===== src/design/u8sd_pkg.sv =====
// ----------------------------------------------------------------------------
// UTF-8 stream decoder package
// Shared types, status codes and lead byte decoding.
// ----------------------------------------------------------------------------
package u8sd_pkg;

    localparam int CP_W    = 31;
    localparam int NEED_W  = 3;
    localparam int LEAD_W  = 5;

    localparam logic [1:0] ST_OK    = 2'd0;
    localparam logic [1:0] ST_STRAY = 2'd1;
    localparam logic [1:0] ST_TRUNC = 2'd2;

    typedef struct packed {
        logic [7:0] data_byte;
        logic       end_of_text;
    } item_t;

    typedef struct packed {
        logic [CP_W-1:0] code_point;
        logic [1:0]      status;
    } result_t;

    typedef struct packed {
        logic [NEED_W-1:0] need;
        logic [LEAD_W-1:0] bits;
    } lead_t;

    // Count of following bytes and payload bits of a multi-byte lead byte.
    function automatic lead_t lead_decode(input logic [7:0] b);
        lead_t l;
        priority if (!b[5]) begin
            l.need = 3'd1; l.bits = b[4:0];
        end else if (!b[4]) begin
            l.need = 3'd2; l.bits = {1'b0, b[3:0]};
        end else if (!b[3]) begin
            l.need = 3'd3; l.bits = {2'b0, b[2:0]};
        end else if (!b[2]) begin
            l.need = 3'd4; l.bits = {3'b0, b[1:0]};
        end else begin
            l.need = 3'd5; l.bits = {4'b0, b[0]};
        end
        return l;
    endfunction

endpackage


===== src/design/utf8_stream_decoder.sv =====
// ----------------------------------------------------------------------------
// UTF-8 stream decoder
// Decodes a byte stream in the original six-byte UTF-8 form into code points.
// ----------------------------------------------------------------------------
// Usage:
//   Input channel (s_valid/s_ready): one text byte per request, with
//   s_end_of_text marking the last byte of a text.
//   Result channel (m_valid/m_ready): one request per completed character,
//   stray continuation byte (status 1) or truncated text (status 2). Error
//   results carry a zero code point. Bytes that open or continue a sequence
//   without finishing it give no result.
//   Path: a result's last byte passes the input register, then the result
//   register.
//   Throughput: one byte per cycle while the receiver keeps m_ready high;
//   the decode is a single pass of shift-and-merge logic on the held byte.
//   Stall: while a result waits, hold the byte in the input register,
//   whether or not it gives a result; the input register takes one more
//   byte and then fills. s_ready falls only when both registers are full
//   and m_ready is low.
//   Reset: aresetn (synchronous, active low) empties both registers and
//   drops any open sequence.
// ----------------------------------------------------------------------------
module utf8_stream_decoder (
    input  logic        aclk,
    input  logic        aresetn,
    input  logic        s_valid,
    output logic        s_ready,
    input  logic [7:0]  s_data_byte,
    input  logic        s_end_of_text,
    output logic        m_valid,
    input  logic        m_ready,
    output logic [30:0] m_code_point,
    output logic [1:0]  m_status
);
    import u8sd_pkg::*;

    item_t   item_in, item_held;
    result_t res, res_out;
    logic    held, advance, res_valid, s_fire;

    assign item_in.data_byte   = s_data_byte;
    assign item_in.end_of_text = s_end_of_text;

    // advance the held byte when the result register is free or draining
    assign advance = held && (!m_valid || m_ready);
    assign s_ready = !held || advance;
    assign s_fire  = s_valid && s_ready;

    u8sd_in_reg u_in_reg (
        .aclk     (aclk),
        .aresetn  (aresetn),
        .load     (s_fire),
        .item_in  (item_in),
        .take     (advance),
        .full     (held),
        .item_out (item_held)
    );

    u8sd_step u_step (
        .aclk      (aclk),
        .aresetn   (aresetn),
        .advance   (advance),
        .item      (item_held),
        .res_valid (res_valid),
        .res       (res)
    );

    // capture a result only when the step produces one
    u8sd_out_reg u_out_reg (
        .aclk    (aclk),
        .aresetn (aresetn),
        .load    (advance && res_valid),
        .res_in  (res),
        .m_ready (m_ready),
        .m_valid (m_valid),
        .res_out (res_out)
    );

    assign m_code_point = res_out.code_point;
    assign m_status     = res_out.status;

endmodule


===== src/design/u8sd_in_reg.sv =====
// ----------------------------------------------------------------------------
// UTF-8 stream decoder input register
// Holds one accepted byte until the decode step takes it.
// ----------------------------------------------------------------------------
module u8sd_in_reg (
    input  logic           aclk,
    input  logic           aresetn,
    input  logic           load,
    input  u8sd_pkg::item_t item_in,
    input  logic           take,
    output logic           full,
    output u8sd_pkg::item_t item_out
);
    import u8sd_pkg::*;

    logic  valid_reg, valid_next;
    item_t item_reg;

    always_comb begin
        valid_next = valid_reg;
        if (take) begin
            valid_next = 1'b0;
        end
        if (load) begin
            valid_next = 1'b1;
        end
    end

    always_ff @(posedge aclk) begin
        if (!aresetn) begin
            valid_reg <= 1'b0;
        end else begin
            valid_reg <= valid_next;
        end
    end

    // payload: no reset
    always_ff @(posedge aclk) begin
        if (load) begin
            item_reg <= item_in;
        end
    end

    assign full     = valid_reg;
    assign item_out = item_reg;

endmodule


===== src/design/u8sd_step.sv =====
// ----------------------------------------------------------------------------
// UTF-8 stream decoder step
// Sequence state and the per-byte decode, one byte per cycle while advance is high.
// ----------------------------------------------------------------------------
module u8sd_step (
    input  logic             aclk,
    input  logic             aresetn,
    input  logic             advance,
    input  u8sd_pkg::item_t  item,
    output logic             res_valid,
    output u8sd_pkg::result_t res
);
    import u8sd_pkg::*;

    logic [CP_W-1:0]   partial_reg, partial_next;
    logic [NEED_W-1:0] need_reg, need_next;
    logic [CP_W-1:0]   shifted;
    logic [NEED_W-1:0] need_dec;
    lead_t             lead;

    assign shifted  = {partial_reg[CP_W-7:0], item.data_byte[5:0]};
    assign need_dec = need_reg - 3'd1;
    assign lead     = lead_decode(item.data_byte);

    always_comb begin
        partial_next   = partial_reg;
        need_next      = need_reg;
        res_valid      = 1'b0;
        res.code_point = '0;
        res.status     = ST_OK;
        if (need_reg == '0) begin
            priority if (!item.data_byte[7]) begin
                res_valid      = 1'b1;
                res.code_point = {{(CP_W-8){1'b0}}, item.data_byte};
            end else if (!item.data_byte[6]) begin
                res_valid  = 1'b1;
                res.status = ST_STRAY;
            end else if (item.end_of_text) begin
                res_valid    = 1'b1;
                res.status   = ST_TRUNC;
                partial_next = '0;
            end else begin
                partial_next = {{(CP_W-LEAD_W){1'b0}}, lead.bits};
                need_next    = lead.need;
            end
        end else begin
            priority if (need_dec == '0) begin
                res_valid      = 1'b1;
                res.code_point = shifted;
                partial_next   = '0;
                need_next      = '0;
            end else if (item.end_of_text) begin
                res_valid    = 1'b1;
                res.status   = ST_TRUNC;
                partial_next = '0;
                need_next    = '0;
            end else begin
                partial_next = shifted;
                need_next    = need_dec;
            end
        end
    end

    always_ff @(posedge aclk) begin
        if (!aresetn) begin
            partial_reg <= '0;
            need_reg    <= '0;
        end else if (advance) begin
            partial_reg <= partial_next;
            need_reg    <= need_next;
        end
    end

endmodule


===== src/design/u8sd_out_reg.sv =====
// ----------------------------------------------------------------------------
// UTF-8 stream decoder result register
// Holds one result until the receiver takes it.
// ----------------------------------------------------------------------------
module u8sd_out_reg (
    input  logic              aclk,
    input  logic              aresetn,
    input  logic              load,
    input  u8sd_pkg::result_t res_in,
    input  logic              m_ready,
    output logic              m_valid,
    output u8sd_pkg::result_t res_out
);
    import u8sd_pkg::*;

    logic    valid_reg, valid_next;
    result_t res_reg;

    always_comb begin
        valid_next = valid_reg;
        if (m_ready) begin
            valid_next = 1'b0;
        end
        if (load) begin
            valid_next = 1'b1;
        end
    end

    always_ff @(posedge aclk) begin
        if (!aresetn) begin
            valid_reg <= 1'b0;
        end else begin
            valid_reg <= valid_next;
        end
    end

    always_ff @(posedge aclk) begin
        if (load) begin
            res_reg <= res_in;
        end
    end

    assign m_valid = valid_reg;
    assign res_out = res_reg;

endmodule


===== config.mk =====
export PLATFORM = sky130hd
export DESIGN_NAME = utf8_stream_decoder
export DESIGN_NICKNAME = d
export VERILOG_FILES = /design/src/design/u8sd_pkg.sv /design/src/design/utf8_stream_decoder.sv /design/src/design/u8sd_in_reg.sv /design/src/design/u8sd_step.sv /design/src/design/u8sd_out_reg.sv
export SDC_FILE = /design/constraint.sdc
export NUM_CORES = 1
export LEC_CHECK = 0
export BUFFER_PORTS_ARGS = -buffer_cell sky130_fd_sc_hd__buf_2
export CELL_PAD_IN_SITES_DETAIL_PLACEMENT = 0
export CELL_PAD_IN_SITES_GLOBAL_PLACEMENT = 2
export CORE_MARGIN = 5
export CORE_UTILIZATION = 37
export CTS_CLUSTER_SIZE = 40
export DETAILED_ROUTE_END_ITERATION = 12
export PLACE_DENSITY_LB_ADDON = 0.1
export SLEW_MARGIN = 10
export SYNTH_ARGS = -nofsm -noshare
export SYNTH_HDL_FRONTEND = slang
export SYNTH_HIERARCHICAL = 1
export SYNTH_SLANG_ARGS = --single-unit
export TNS_END_PERCENT = 50

===== constraint.sdc =====
create_clock -name aclk -period 2.8 [get_ports aclk]
set_input_delay 0.28 -clock aclk [delete_from_list [all_inputs] [get_ports aclk]]
set_output_delay 0.28 -clock aclk [all_outputs]
set_load 0.01 [all_outputs]

==> results.md <==
- Run status: completed
- Max VDD drop: 0.2604 mV
- Slack of the worst reg-to-reg path: 490 ps
- Worst slew margin: 53.11%
- Yosys reg bits: 72
- DRC violations left: 0
- Ports: 48
- Starting density of the core: 37.43%
- Reg-to-reg critical path endpoint: u_out_reg/res_out[22]
- CTS H-tree lvls: 3
- NetSw: 551.4 uW
- Clk_lat worst skew: 350 ps
- Total chip power: 2.391 mW
- Detailed Routing Iterations Pass 1: 4
- Antenna violation net count after detailed routing: 0
- Hold path cells: 1
- PD cells: 668.3 nW/um^2
- Worst setup SP type: register
- Via total after detailed routing: 2,047
- Post-synth cell types: 37
- Die footprint: 10,100 sq um
- Post-synthesis sequential area ratio: 61.46%
- Port-buffer cells: 47
- Post-CTS Hold Fix Bufs: 0
- Fin crit share: 82.42%
- Grt total ovfl: 0
- Hold Vio Cnt, Final: 0
- Antenna Cells: 0
- Std-Cell Rows: 33
- Post-CTS setup buffers: 0
- Placer congestion estimate: 0.7832
- Vias in the first global route: 2,073
- Clock-pin slew on the worst setup and hold paths: 80 ps
- Cell chain of the critical path: inv_1 > ha_1 > nor4b_2 > nor3_2 > nand2_1 > and3_1 > buf_4
- Setup Crit Path Kind: reg2reg
- Fill count: 805
- Deepest clock path buffer count: 2
- Combinational power share: 8.6%
- Layout cells sized above 1: 25.16%
- Syn_area_per_cell: 12.02 sq um
- Die height: 100.5 um
- Worst Hold Class: in2reg
- Setup TNS: 0 ps
- Max Clk Rate: 433.3 MHz
- Clk root buf: clkbuf_8
- Async SR Flop Fraction: 0%
- Initial antenna violation count: 0
- Syn nets: 268
- Slew Limit Fails: 0
- Area Overhead vs Synth: 18.09%
- Sw frac: 23.06%
- Post-layout util: 44.20%
- P_int: 1.839 mW
- Post-CTS Resized: 0
- Reg power frac: 49.7%
- Critical path arrival: 2340 ps
- Final HPWL DP: 4158 um
- Drt total wl: 6427 um
- DR vias/cell: 4.981
- Hold worst-path end: u_in_reg/item_out[3]
- CTS tree: built
- Worst path max stage delay: 360 ps
- Core area: 8093 sq um
- Post-synth EDFFs: 42
- Clk pwr share: 41.6%
- Final Skew: 7.416 ps
- Final setup violation count: 0
- Global-route wire length before repair: 10,610 um
- CTS buffer count: 9
- Hold path start: s_data_byte[2]
- CP max-delay cell: dfxtp_1
- DRT iter0 DRCs: 97
- Launching point of the worst reg2reg path: u_step/need_reg[0]
- Critical path endpoint category: register
- Number of flip-flops in the largest register: 33
- Setup crit start: u_step/need_reg[0]
- Top_reg_cell synth: edfxtp_1
- Routed len/inst: 15.64 um
- CP Data Required Time: 2830 ps
- Most frequent cells in the layout: buf_2 (47), edfxtp_1 (42), nand2_1 (32), dfxtp_1 (30), a21boi_1 (26)
- CP max FO: 22
- Die W: 100.5 um
- Final net count: 317
- Min cycle time layout: 2308 ps
- Buffers and inverters on the worst path: 2
- Worst reg2reg path depth: 7
- Delay-heaviest family, CP: simple AND/OR/NAND/NOR gates
- Unrepaired setup endpoints after global routing: no
- Slew @ Worst Pin: 701.7 ps
- Post-Synthesis Cells: 252
- Most common cell after layout, fill and taps aside: buf_2
- Ys Warns: 6
- CTS sink cnt: 72
- Area of the mapped netlist: 3029 sq um
- LEAKAGE: 1.321 nW
- MaxCap Viol Count: 0
- Total GRT Usage: 13.77%
- Pin count of the biggest net entering global routing: 31
## cell families (layout without fill, tap and decap cells)
| family | after synthesis | count (layout) | share of synthesized area, % |
|---|---|---|---|
| DFF | 72 | 72 | 61.46 |
| AOI/OAI and AO/OA | 43 | 43 | 10.70 |
| adders and majority gates | 3 | 3 | 1.239 |
| buffers and inverters | 17 | 71 | 3.635 |
| and+or+nand+nor | 117 | 117 | 22.97 |
## area by class of cell
class	instances	area, sq um	area share [%]
Sequential cell	72	1862	52.05
Multi-Input combinational cell	163	1057	29.56
Timing Repair Buffer	52	272.8	7.625
Tap cell	105	131.4	3.673
Clock buffer	10	127.6	3.568
Clock inverter	6	115.1	3.218
Inverter	3	11.26	0.3148
## cell usage after synthesis (2+ instances only)
library cell | count | share of area, %
a21boi_1 | 26 | 6.4
nor2b_1 | 8 | 1.7
dfxtp_1 | 30 | 20
edfxtp_1 | 42 | 42
nand2_1 | 32 | 4.0
ha_1 | 3 | 1.2
clkbuf_1 | 2 | 0.25
and3_1 | 2 | 0.41
nor2b_4 | 2 | 0.91
o21ai_0 | 4 | 0.66
a21oi_1 | 3 | 0.50
nand3b_1 | 2 | 0.50
nor2_1 | 7 | 0.87
buf_6 | 5 | 1.9
a32oi_1 | 2 | 0.58
buf_2 | 7 | 1.2
nand4_1 | 25 | 5.2
nand2b_1 | 2 | 0.41
and2_1 | 25 | 5.2
inv_1 | 3 | 0.37
o21a_1 | 3 | 0.74
and3b_1 | 2 | 0.58
## metal layers
| metal | part of all wire [%] | GRT usage, % |
|---|---|---|
| met5 | 0 | 0 |
| met4 | 1.7 | 6.528 |
| met3 | 4.2 | 3.253 |
| met2 | 46 | 21.00 |
| met1 | 48 | 18.50 |
## worst max-delay path by stage
stage / end / cells past startpoint
after CTS: u_out_reg/res_out[28] / 7
after floorplan: u_out_reg/res_out[0] / 6
after global routing: u_out_reg/res_out[28] / 7
after global placement: u_out_reg/res_out[17] / 7
final: u_out_reg/res_out[22] / 7
after detailed placement: u_out_reg/res_out[26] / 7
## stage by stage
stage / hold WS (ps) / setup slack (ps) / cells / area (sq um)
6_report: 106.2 / 492.2 / 411 / 3577
5_1_grt: 93.98 / 329.1 / 411 / 3577
4_1_cts: 89.41 / 460.3 / 411 / 3577
3_5_place_dp: 444.4 / 492.7 / 395 / 3334
3_3_place_gp: 439.8 / 561.4 / 395 / 3334
2_1_floorplan: 378.9 / 372.6 / 252 / 3029
## power groups by stage
stage	Combinational, mW	Sequential (mW)	Clock, mW
2_1_floorplan	0.118	1.23	0
3_3_place_gp	0.210	1.21	0
3_5_place_dp	0.210	1.21	0
4_1_cts	0.210	1.19	1.02
5_1_grt	0.229	1.19	1.06
6_report	0.207	1.19	0.995
Power figures use the tool's default switching activity.
